`src/rtl/compacting_array_table_top_assert.svh`:
```
// Assertion macros shared by the compacting array table RTL
`ifndef COMPACTING_ARRAY_TABLE_TOP_ASSERT_SVH
`define COMPACTING_ARRAY_TABLE_TOP_ASSERT_SVH

// antecedent implies consequent in the same cycle
`define CAT_ASSERT_IMP(lbl, ck, rs, ante, cons) \
  lbl: assert property (@(posedge ck) disable iff (rs) (ante) |-> (cons)) \
    else $error("compacting array table check failed");

// antecedent implies consequent in the next cycle
`define CAT_ASSERT_NXT(lbl, ck, rs, ante, cons) \
  lbl: assert property (@(posedge ck) disable iff (rs) (ante) |=> (cons)) \
    else $error("compacting array table check failed");

`endif

```
`src/rtl/cat_pkg.sv`:
```
// Shared constants and field widths for the compacting array table
package cat_pkg;

  localparam int DEFAULT_MAX_ENTRIES = 64;

  localparam int OP_W    = 2;
  localparam int VAL_W   = 32;
  localparam int IDX_W   = 6;
  localparam int ST_W    = 2;
  localparam int CNT_W   = 7;
  localparam int CAP_W   = 8;
  localparam int CFG_W   = 7;

  localparam logic [OP_W-1:0] OP_APPEND = 2'd0;
  localparam logic [OP_W-1:0] OP_REMOVE = 2'd1;
  localparam logic [OP_W-1:0] OP_READ   = 2'd2;
  localparam logic [OP_W-1:0] OP_FIND   = 2'd3;

  localparam logic [ST_W-1:0] ST_OK     = 2'd0;
  localparam logic [ST_W-1:0] ST_RANGE  = 2'd1;
  localparam logic [ST_W-1:0] ST_FULL   = 2'd2;
  localparam logic [ST_W-1:0] ST_ABSENT = 2'd3;

  localparam logic [CAP_W-1:0] CAP_LIMIT = 8'hFF;

endpackage

```
`src/rtl/cat_if.sv`:
```
// Channel interfaces: operation requests, results and the configuration write
interface cat_req_if;
  logic                               valid;
  logic                               ready;
  logic [cat_pkg::OP_W-1:0]           op;
  logic signed [cat_pkg::VAL_W-1:0]   value;
  logic [cat_pkg::IDX_W-1:0]          index;

  modport source (output valid, op, value, index, input ready);
  modport sink   (input valid, op, value, index, output ready);
endinterface

interface cat_rsp_if;
  logic                               valid;
  logic                               ready;
  logic [cat_pkg::ST_W-1:0]           status;
  logic signed [cat_pkg::VAL_W-1:0]   read_value;
  logic [cat_pkg::IDX_W-1:0]          found_index;
  logic [cat_pkg::CNT_W-1:0]          entry_count;
  logic [cat_pkg::CAP_W-1:0]          nominal_capacity;

  modport source (output valid, status, read_value, found_index, entry_count,
                  nominal_capacity, input ready);
  modport sink   (input valid, status, read_value, found_index, entry_count,
                  nominal_capacity, output ready);
endinterface

interface cat_cfg_if;
  logic                               valid;
  logic                               ready;
  logic [cat_pkg::CFG_W-1:0]          initial_capacity;

  modport source (output valid, initial_capacity, input ready);
  modport sink   (input valid, initial_capacity, output ready);
endinterface

```
`src/rtl/cat_mem.sv`:
```
// Entry store: one write port, one read port with registered read data
module cat_mem #(
  parameter int  MAX_ENTRIES = cat_pkg::DEFAULT_MAX_ENTRIES,
  localparam int AW = $clog2(MAX_ENTRIES)
) (
  input  logic                          clk,
  input  logic                          we,
  input  logic [AW-1:0]                 waddr,
  input  logic [cat_pkg::VAL_W-1:0]     wdata,
  input  logic [AW-1:0]                 raddr,
  output logic [cat_pkg::VAL_W-1:0]     rdata
);
  import cat_pkg::*;

  logic [VAL_W-1:0] mem [MAX_ENTRIES];

  always_ff @(posedge clk) begin
    if (we) begin
      mem[waddr] <= wdata;
    end
  end

  always_ff @(posedge clk) begin
    rdata <= mem[raddr];
  end

endmodule

```
`src/rtl/cat_ctrl.sv`:
```
// Sequencer: decodes an operation, walks the store one entry a cycle, builds the result
`include "compacting_array_table_top_assert.svh"

module cat_ctrl #(
  parameter int  MAX_ENTRIES = cat_pkg::DEFAULT_MAX_ENTRIES,
  localparam int AW = $clog2(MAX_ENTRIES),
  localparam int CW = $clog2(MAX_ENTRIES + 1)
) (
  input  logic                       clk,
  input  logic                       rst,
  cat_req_if.sink                    req,
  cat_rsp_if.source                  rsp,
  cat_cfg_if.sink                    cfg,
  output logic                       mem_we,
  output logic [AW-1:0]              mem_waddr,
  output logic [cat_pkg::VAL_W-1:0]  mem_wdata,
  output logic [AW-1:0]              mem_raddr,
  input  logic [cat_pkg::VAL_W-1:0]  mem_rdata
);
  import cat_pkg::*;

  localparam int IW = (CW > IDX_W) ? CW : IDX_W;
  localparam int KW = (CW > CAP_W) ? CW : CAP_W;

  localparam logic [2:0] S_IDLE  = 3'd0;
  localparam logic [2:0] S_EXEC  = 3'd1;
  localparam logic [2:0] S_READ  = 3'd2;
  localparam logic [2:0] S_SHIFT = 3'd3;
  localparam logic [2:0] S_FIND  = 3'd4;
  localparam logic [2:0] S_DONE  = 3'd5;

  logic [2:0]        state, state_next;
  logic [OP_W-1:0]   op_r;
  logic [VAL_W-1:0]  value_r;
  logic [IDX_W-1:0]  index_r;
  logic [CW-1:0]     count, count_next;
  logic [CAP_W-1:0]  cap, cap_next;
  logic [CW-1:0]     ptr, ptr_next;
  logic [ST_W-1:0]   status_r, status_next;
  logic [VAL_W-1:0]  rd_r, rd_next;
  logic [CW-1:0]     fi_r, fi_next;
  logic              out_valid, out_valid_next;
  logic              load_out;

  logic [CW-1:0]     idx_c;
  logic [CW-1:0]     idx_inc;
  logic [CW-1:0]     ptr_inc;
  logic [CW-1:0]     ptr_inc2;
  logic [CW-1:0]     count_dec;
  logic              range_err;
  logic              full;
  logic              cap_eq;
  logic              cap_halve;
  logic              hit;
  logic [CW+CNT_W-1:0] count_wide;
  logic [CW+IDX_W-1:0] fi_wide;

  assign idx_c     = CW'(index_r);
  assign idx_inc   = idx_c + CW'(1);
  assign ptr_inc   = ptr + CW'(1);
  assign ptr_inc2  = ptr_inc + CW'(1);
  assign count_dec = count - CW'(1);
  assign range_err = IW'(index_r) >= IW'(count);
  assign full      = count == CW'(MAX_ENTRIES);
  assign cap_eq    = KW'(cap) == KW'(count);
  assign cap_halve = KW'(cap >> 1) > KW'(count_dec);
  // the one shared compare: every find step and nothing else
  assign hit       = mem_rdata == value_r;

  assign req.ready = state == S_IDLE;
  assign cfg.ready = state == S_IDLE;
  assign load_out  = (state == S_DONE) && (!out_valid || rsp.ready);

  always_comb begin
    state_next  = state;
    count_next  = count;
    cap_next    = cap;
    ptr_next    = ptr;
    status_next = status_r;
    rd_next     = rd_r;
    fi_next     = fi_r;
    mem_we      = 1'b0;
    mem_waddr   = ptr[AW-1:0];
    mem_wdata   = mem_rdata;
    mem_raddr   = ptr_inc[AW-1:0];

    case (state)
      S_IDLE: begin
        if (req.valid) begin
          status_next = ST_OK;
          rd_next     = '0;
          fi_next     = '0;
          state_next  = S_EXEC;
        end
      end
      S_EXEC: begin
        case (op_r)
          OP_APPEND: begin
            if (full) begin
              status_next = ST_FULL;
            end else begin
              mem_we     = 1'b1;
              mem_waddr  = count[AW-1:0];
              mem_wdata  = value_r;
              count_next = count + CW'(1);
              if (cap_eq) begin
                cap_next = cap[CAP_W-1] ? CAP_LIMIT : {cap[CAP_W-2:0], 1'b0};
              end
            end
            state_next = S_DONE;
          end
          OP_REMOVE: begin
            if (range_err) begin
              status_next = ST_RANGE;
              state_next  = S_DONE;
            end else begin
              ptr_next   = idx_c;
              mem_raddr  = idx_inc[AW-1:0];
              state_next = S_SHIFT;
            end
          end
          OP_READ: begin
            if (range_err) begin
              status_next = ST_RANGE;
              state_next  = S_DONE;
            end else begin
              mem_raddr  = idx_c[AW-1:0];
              state_next = S_READ;
            end
          end
          default: begin
            ptr_next  = '0;
            mem_raddr = '0;
            if (count == '0) begin
              status_next = ST_ABSENT;
              state_next  = S_DONE;
            end else begin
              state_next = S_FIND;
            end
          end
        endcase
      end
      S_READ: begin
        rd_next    = mem_rdata;
        state_next = S_DONE;
      end
      S_SHIFT: begin
        // rdata holds entry ptr+1; move it down and fetch the next one
        if (ptr_inc < count) begin
          mem_we    = 1'b1;
          mem_waddr = ptr[AW-1:0];
          mem_wdata = mem_rdata;
          mem_raddr = ptr_inc2[AW-1:0];
          ptr_next  = ptr_inc;
        end else begin
          count_next = count_dec;
          if (cap_halve) begin
            cap_next = cap >> 1;
          end
          state_next = S_DONE;
        end
      end
      S_FIND: begin
        if (hit) begin
          fi_next    = ptr;
          state_next = S_DONE;
        end else if (ptr_inc >= count) begin
          status_next = ST_ABSENT;
          state_next  = S_DONE;
        end else begin
          ptr_next  = ptr_inc;
          mem_raddr = ptr_inc[AW-1:0];
        end
      end
      S_DONE: begin
        if (load_out) begin
          state_next = S_IDLE;
        end
      end
      default: begin
        state_next = S_IDLE;
      end
    endcase

    // register write empties the list; only taken while idle
    if (cfg.valid && cfg.ready) begin
      count_next = '0;
      cap_next   = (cfg.initial_capacity == '0) ? CAP_W'(1)
                                                : CAP_W'(cfg.initial_capacity);
    end
  end

  always_comb begin
    out_valid_next = out_valid;
    if (load_out) begin
      out_valid_next = 1'b1;
    end else if (rsp.ready) begin
      out_valid_next = 1'b0;
    end
  end

  always_ff @(posedge clk) begin
    if (rst) begin
      state     <= S_IDLE;
      count     <= '0;
      cap       <= CAP_W'(1);
      out_valid <= 1'b0;
    end else begin
      state     <= state_next;
      count     <= count_next;
      cap       <= cap_next;
      out_valid <= out_valid_next;
    end
  end

  always_ff @(posedge clk) begin
    if (req.valid && req.ready) begin
      op_r    <= req.op;
      value_r <= req.value;
      index_r <= req.index;
    end
    ptr      <= ptr_next;
    status_r <= status_next;
    rd_r     <= rd_next;
    fi_r     <= fi_next;
  end

  assign count_wide = (CW + CNT_W)'(count);
  assign fi_wide    = (CW + IDX_W)'(fi_r);

  always_ff @(posedge clk) begin
    if (load_out) begin
      rsp.status           <= status_r;
      rsp.read_value       <= rd_r;
      rsp.found_index      <= fi_wide[IDX_W-1:0];
      rsp.entry_count      <= count_wide[CNT_W-1:0];
      rsp.nominal_capacity <= cap;
    end
  end

  assign rsp.valid = out_valid;

  `CAT_ASSERT_IMP(a_count_bound, clk, rst, 1'b1, count <= CW'(MAX_ENTRIES))
  `CAT_ASSERT_IMP(a_cap_nonzero, clk, rst, 1'b1, cap != '0)
  `CAT_ASSERT_NXT(a_accept_exec, clk, rst, req.valid && req.ready, state == S_EXEC)
  `CAT_ASSERT_IMP(a_scan_ptr, clk, rst, state == S_SHIFT || state == S_FIND, ptr < count)
  `CAT_ASSERT_NXT(a_result_out, clk, rst, load_out, out_valid)

endmodule

```
`src/rtl/compacting_array_table_top.sv`:
```
// Top level of the compacting array table: sequencer plus entry store
//
//   channel  dir  handshake        payload
//   req      in   valid / ready    op, value, index
//   rsp      out  valid / ready    status, read_value, found_index,
//                                  entry_count, nominal_capacity
//   cfg      in   valid / ready    initial_capacity (ready only while idle)
//
// One op in flight. Append and out-of-range ops run EXEC then DONE; read adds READ.
// Remove walks SHIFT from the index to the end, find walks FIND to a match or the end:
// the single store read port yields one entry per cycle. req.ready is high only idle.
// Synchronous reset empties the list and sets capacity to one; no clearing pass.
// A stalled result holds in the output register and the next op may transfer meanwhile.
module compacting_array_table_top #(
  parameter int MAX_ENTRIES = cat_pkg::DEFAULT_MAX_ENTRIES
) (
  input  logic        clk,
  input  logic        rst,
  cat_req_if.sink     req,
  cat_rsp_if.source   rsp,
  cat_cfg_if.sink     cfg
);
  import cat_pkg::*;

  localparam int AW = $clog2(MAX_ENTRIES);

  logic             mem_we;
  logic [AW-1:0]    mem_waddr;
  logic [VAL_W-1:0] mem_wdata;
  logic [AW-1:0]    mem_raddr;
  logic [VAL_W-1:0] mem_rdata;

  cat_ctrl #(
    .MAX_ENTRIES (MAX_ENTRIES)
  ) u_ctrl (
    .clk       (clk),
    .rst       (rst),
    .req       (req),
    .rsp       (rsp),
    .cfg       (cfg),
    .mem_we    (mem_we),
    .mem_waddr (mem_waddr),
    .mem_wdata (mem_wdata),
    .mem_raddr (mem_raddr),
    .mem_rdata (mem_rdata)
  );

  cat_mem #(
    .MAX_ENTRIES (MAX_ENTRIES)
  ) u_mem (
    .clk   (clk),
    .we    (mem_we),
    .waddr (mem_waddr),
    .wdata (mem_wdata),
    .raddr (mem_raddr),
    .rdata (mem_rdata)
  );

endmodule

```
`src/flat_wrapper.sv`:
```
// flat-port wrapper written by rule: the top's interface ports become plain ports
module compacting_array_table_top_flat import cat_pkg::*;
#(
  parameter int MAX_ENTRIES = cat_pkg::DEFAULT_MAX_ENTRIES
)
  (clk, rst, req_valid, req_op, req_value, req_index, req_ready, rsp_valid, rsp_status, rsp_read_value, rsp_found_index, rsp_entry_count, rsp_nominal_capacity, rsp_ready, cfg_valid, cfg_initial_capacity, cfg_ready);
  cat_req_if req_i ();
  cat_rsp_if rsp_i ();
  cat_cfg_if cfg_i ();
  input  logic clk;
  input  logic rst;
  input wire logic [$bits(req_i.valid)-1:0] req_valid;
  input wire logic [$bits(req_i.op)-1:0] req_op;
  input wire logic [$bits(req_i.value)-1:0] req_value;
  input wire logic [$bits(req_i.index)-1:0] req_index;
  output wire logic [$bits(req_i.ready)-1:0] req_ready;
  output wire logic [$bits(rsp_i.valid)-1:0] rsp_valid;
  output wire logic [$bits(rsp_i.status)-1:0] rsp_status;
  output wire logic [$bits(rsp_i.read_value)-1:0] rsp_read_value;
  output wire logic [$bits(rsp_i.found_index)-1:0] rsp_found_index;
  output wire logic [$bits(rsp_i.entry_count)-1:0] rsp_entry_count;
  output wire logic [$bits(rsp_i.nominal_capacity)-1:0] rsp_nominal_capacity;
  input wire logic [$bits(rsp_i.ready)-1:0] rsp_ready;
  input wire logic [$bits(cfg_i.valid)-1:0] cfg_valid;
  input wire logic [$bits(cfg_i.initial_capacity)-1:0] cfg_initial_capacity;
  output wire logic [$bits(cfg_i.ready)-1:0] cfg_ready;
  assign req_i.valid = req_valid;
  assign req_i.op = req_op;
  assign req_i.value = req_value;
  assign req_i.index = req_index;
  assign req_ready = req_i.ready;
  assign rsp_valid = rsp_i.valid;
  assign rsp_status = rsp_i.status;
  assign rsp_read_value = rsp_i.read_value;
  assign rsp_found_index = rsp_i.found_index;
  assign rsp_entry_count = rsp_i.entry_count;
  assign rsp_nominal_capacity = rsp_i.nominal_capacity;
  assign rsp_i.ready = rsp_ready;
  assign cfg_i.valid = cfg_valid;
  assign cfg_i.initial_capacity = cfg_initial_capacity;
  assign cfg_ready = cfg_i.ready;
  compacting_array_table_top #(.MAX_ENTRIES(MAX_ENTRIES)) u_core (.clk(clk), .rst(rst), .req(req_i), .rsp(rsp_i), .cfg(cfg_i));
endmodule
```
`config.mk`:
```
export PLATFORM = sky130hd
export DESIGN_NAME = compacting_array_table_top_flat
export DESIGN_NICKNAME = d
export VERILOG_FILES = /design/src/rtl/cat_pkg.sv /design/src/rtl/cat_if.sv /design/src/rtl/cat_mem.sv /design/src/rtl/cat_ctrl.sv /design/src/rtl/compacting_array_table_top.sv /design/src/flat_wrapper.sv
export VERILOG_INCLUDE_DIRS = /design/src /design/src/rtl
export SDC_FILE = /design/constraint.sdc
export NUM_CORES = 2
export LEC_CHECK = 0
export BUFFER_PORTS_ARGS = -buffer_cell sky130_fd_sc_hd__buf_2
export CORE_UTILIZATION = 63
export DETAILED_ROUTE_END_ITERATION = 10
export GPL_TIMING_DRIVEN = 1
export MAX_ROUTING_LAYER = met4
export PLACE_DENSITY = 0.81
export RECOVER_POWER = 25
export SLEW_MARGIN = 30
export SYNTH_ARGS = -nofsm -noshare
export SYNTH_HDL_FRONTEND = slang
export SYNTH_SLANG_ARGS = --single-unit
```
`constraint.sdc`:
```
create_clock -name clk -period 5.5 [get_ports clk]
set_input_delay 1.1 -clock clk [delete_from_list [all_inputs] [get_ports clk]]
set_output_delay 1.1 -clock clk [all_outputs]
set_load 0.005 [all_outputs]
```
==> qor.csv <==
metric,value,unit
"commonest non-fill, non-tap cell in the layout",edfxtp_1,
#FFs+latches synth,2241,
clock skew,29.9,ps
max-slew violation count,357,
Placed Cells,8305,
final wirelength,259,mm
DRT Pass-1 Iters,6,
Fillers,8216,
multi-input logic area,22300,sq um
first-pass GRT wire length,374,mm
Setup crit end kind,register,
final core utilization,0.723,
nets@finish,6708,
Mapped Area,90800,sq um
Max Freq,0.188,GHz
pin count of the biggest net entering global routing,99,
Port Buffers,109,
gr usage total,0.363,
Slew @ Worst Pin,2940,ps
worst hold slack,408,ps
io pins,110,
Worst slew margin,-0.960,
crit path DAT,5820,ps
drt wl/cell,29.8,um
DRC,0,
setup violators final,0,
pre-CTS setup slack,111,ps
LEAKAGE,35.6,nW
clock root buffer,clkbuf_16,
Initial DRC Count,9620,
"Seq/Total Area, Yosys",0.735,
Skew-Pair Late Insertion Delay,860,ps
Worst Setup Path Type,reg -> reg,
Post-DP HPWL,150,mm
most frequent cells in the layout,"edfxtp_1, nand2_1, nand3_1, mux2i_1, and3_1",
Synth Area per Inst,14.2,sq um
worst min path class,reg -> reg,
total gr overflow,0,
"FFs w/ async S/R, synth",0,
core area,142000,sq um
ys flop type,edfxtp_1,
total of max-cap violations,6,
height of the die,382,um
setup_tns,0,ps
fin crit period,5320,ps
layout cells sized above 1,0.139,
Initial Utilization,0.638,
# rows,138,
vias in the first global route,58000,
clock sink total,2241,
synthesized instance count,6374,
Worst setup SP type,register,
number of synthesized flops with an enable pin,2190,
data required time of the worst path,6000,ps
Mapped Nets,6455,
RSZ-0062 raised after global routing,no,
CTS tree,yes,
initial antenna violation count,3,
CTS buffer count,208,
outcome,finished with violations,
routed vias/inst,6.83,
H-Tree Depth,4,
pwr dens,517,nW/um^2
clock tree buffer depth,3,
Max rail drop VDD,0.553,mV
gpl congestion,0.951,
Hold Fails Final Rpt,0,
register area,66800,sq um
clk slew on worst S/H paths,70,ps
library cells used by synthesis,78,
post-route setup slack,181,ps
Die W,382,um
post-route ant nets,0,
failing checks,"max-capacitance violations, max-slew violations",
CP max FO,44,
Area growth syn-to-layout,13.3,%
Synth Warn #,0,
Final Instance Count excl. Fillers,8702,
Final period util,0.967,
Die Area,146000,sq um
routed vias,59500,
[worst max-delay path, stage by stage, from the launching register on]
cell and delay, ps:
dfxtp_1 340, clkbuf_1 640, nor4_1 150, clkbuf_1 190, nand2_1 110, and3_1 570
clkbuf_1 900, mux2_1 1050, clkbuf_2 960
[layer usage]
layer,track usage,wire length [um],vias to the layer above
li1,-,-,24600
met3,0.0919,36600,912
met5,-,0,-
met1,0.461,89100,29000
met4,0.185,14500,0
met2,0.544,119000,4888
[metrics by stage]
stage	power, mW	cell area [sq um]
4_1_cts	52.6	103000
5_1_grt	54.4	103000
3_5_place_dp	38.6	96300
2_1_floorplan	31.6	90800
6_report	53.2	103000
3_3_place_gp	38.0	96300
[cell families after synthesis]
kind of cell,Yosys count,share of synthesized area
compound gates,758,0.0667
xor+xnor,58,0.00568
fa+ha+maj,29,0.00400
buf+inv,520,0.0263
flops,2241,0.735
mux,420,0.0477
simple gates,2348,0.114
[what timing repair did]
item | in CTS | in global routing
setup buffers | 0 | 2
setup endpoints to repair | 0 | 8
hold buffers | 0 | 0
gates resized for setup | 0 | 3
[power by group]
part | leakage, nW | switching [mW] | total, mW | internal, mW
Sequential | 20.1 | 0.544 | 22.1 | 21.6
Clock | 3.28 | 6.22 | 14.2 | 7.97
Combinational | 12.2 | 11.9 | 16.9 | 4.99
[synth_stat cells, types with 32 or more instances]
cell type  instances  area (sq um)
o311ai_1          37           324
mux2_2           100          1130
nand2_1         1408          5290
nor2_1           123           462
mux2i_1          320          3200
a22oi_1           34           255
nand3_1          399          2000
and2_1            43           269
a31oi_1           63           394
o31ai_1           32           240
a311oi_1         125          1090
nand4_1           52           325
buf_2            144           721
edfxtp_1        2190         65800
inv_1             86           323
dfxtp_1           51          1020
o211a_1           32           320
clkbuf_1         212           796
buf_4             32           240
o211ai_1         192          1440
a21oi_1           36           180
and3_1           244          1530
xnor2_1           51           447
[flip-flops by register name, indices dropped and copies added (netlist names), 3 cells and up]
signal	flops
u_core.u_ctrl.value_r	32
u_core.u_ctrl.fi_r	6
u_core.u_mem.rdata	32
u_core.u_ctrl.rsp.entry_count	7
u_core.u_ctrl.rsp.nominal_capacity	8
u_core.u_ctrl.state	3
u_core.u_ctrl.ptr	7
u_core.u_ctrl.rsp.found_index	6
u_core.u_ctrl.rsp.read_value	32
u_core.u_ctrl.rd_r	32
u_core.u_ctrl.count	7
u_core.u_mem.mem	2048
u_core.u_ctrl.cap	8
u_core.u_ctrl.index_r	6
[cell type report]
cell class | count | share of cell area
clock inverters | 123 | 0.0105
flip-flops and latches | 2241 | 0.649
well taps | 1890 | 0.0230
multi-input cells | 3613 | 0.216
clock buffers | 268 | 0.0544
diodes | 4 | 0.0000973
repair buffers | 476 | 0.0433
inverters | 87 | 0.00317
[path summary, 6_finish.rpt]
path,start,endpoint,slack [ps],cells after the start
worst max-delay path,u_core.u_ctrl.count[3],u_core.u_mem.mem[26][0],180,8
worst min-delay path,u_core.u_ctrl.rd_r[7],u_core.u_ctrl.rsp.read_value[7],410,0
worst max register to register,u_core.u_ctrl.count[3],u_core.u_mem.mem[26][0],180,8
worst min register to register,u_core.u_ctrl.rd_r[7],u_core.u_ctrl.rsp.read_value[7],410,0
No activity file was read; power rests on OpenSTA's default activity.
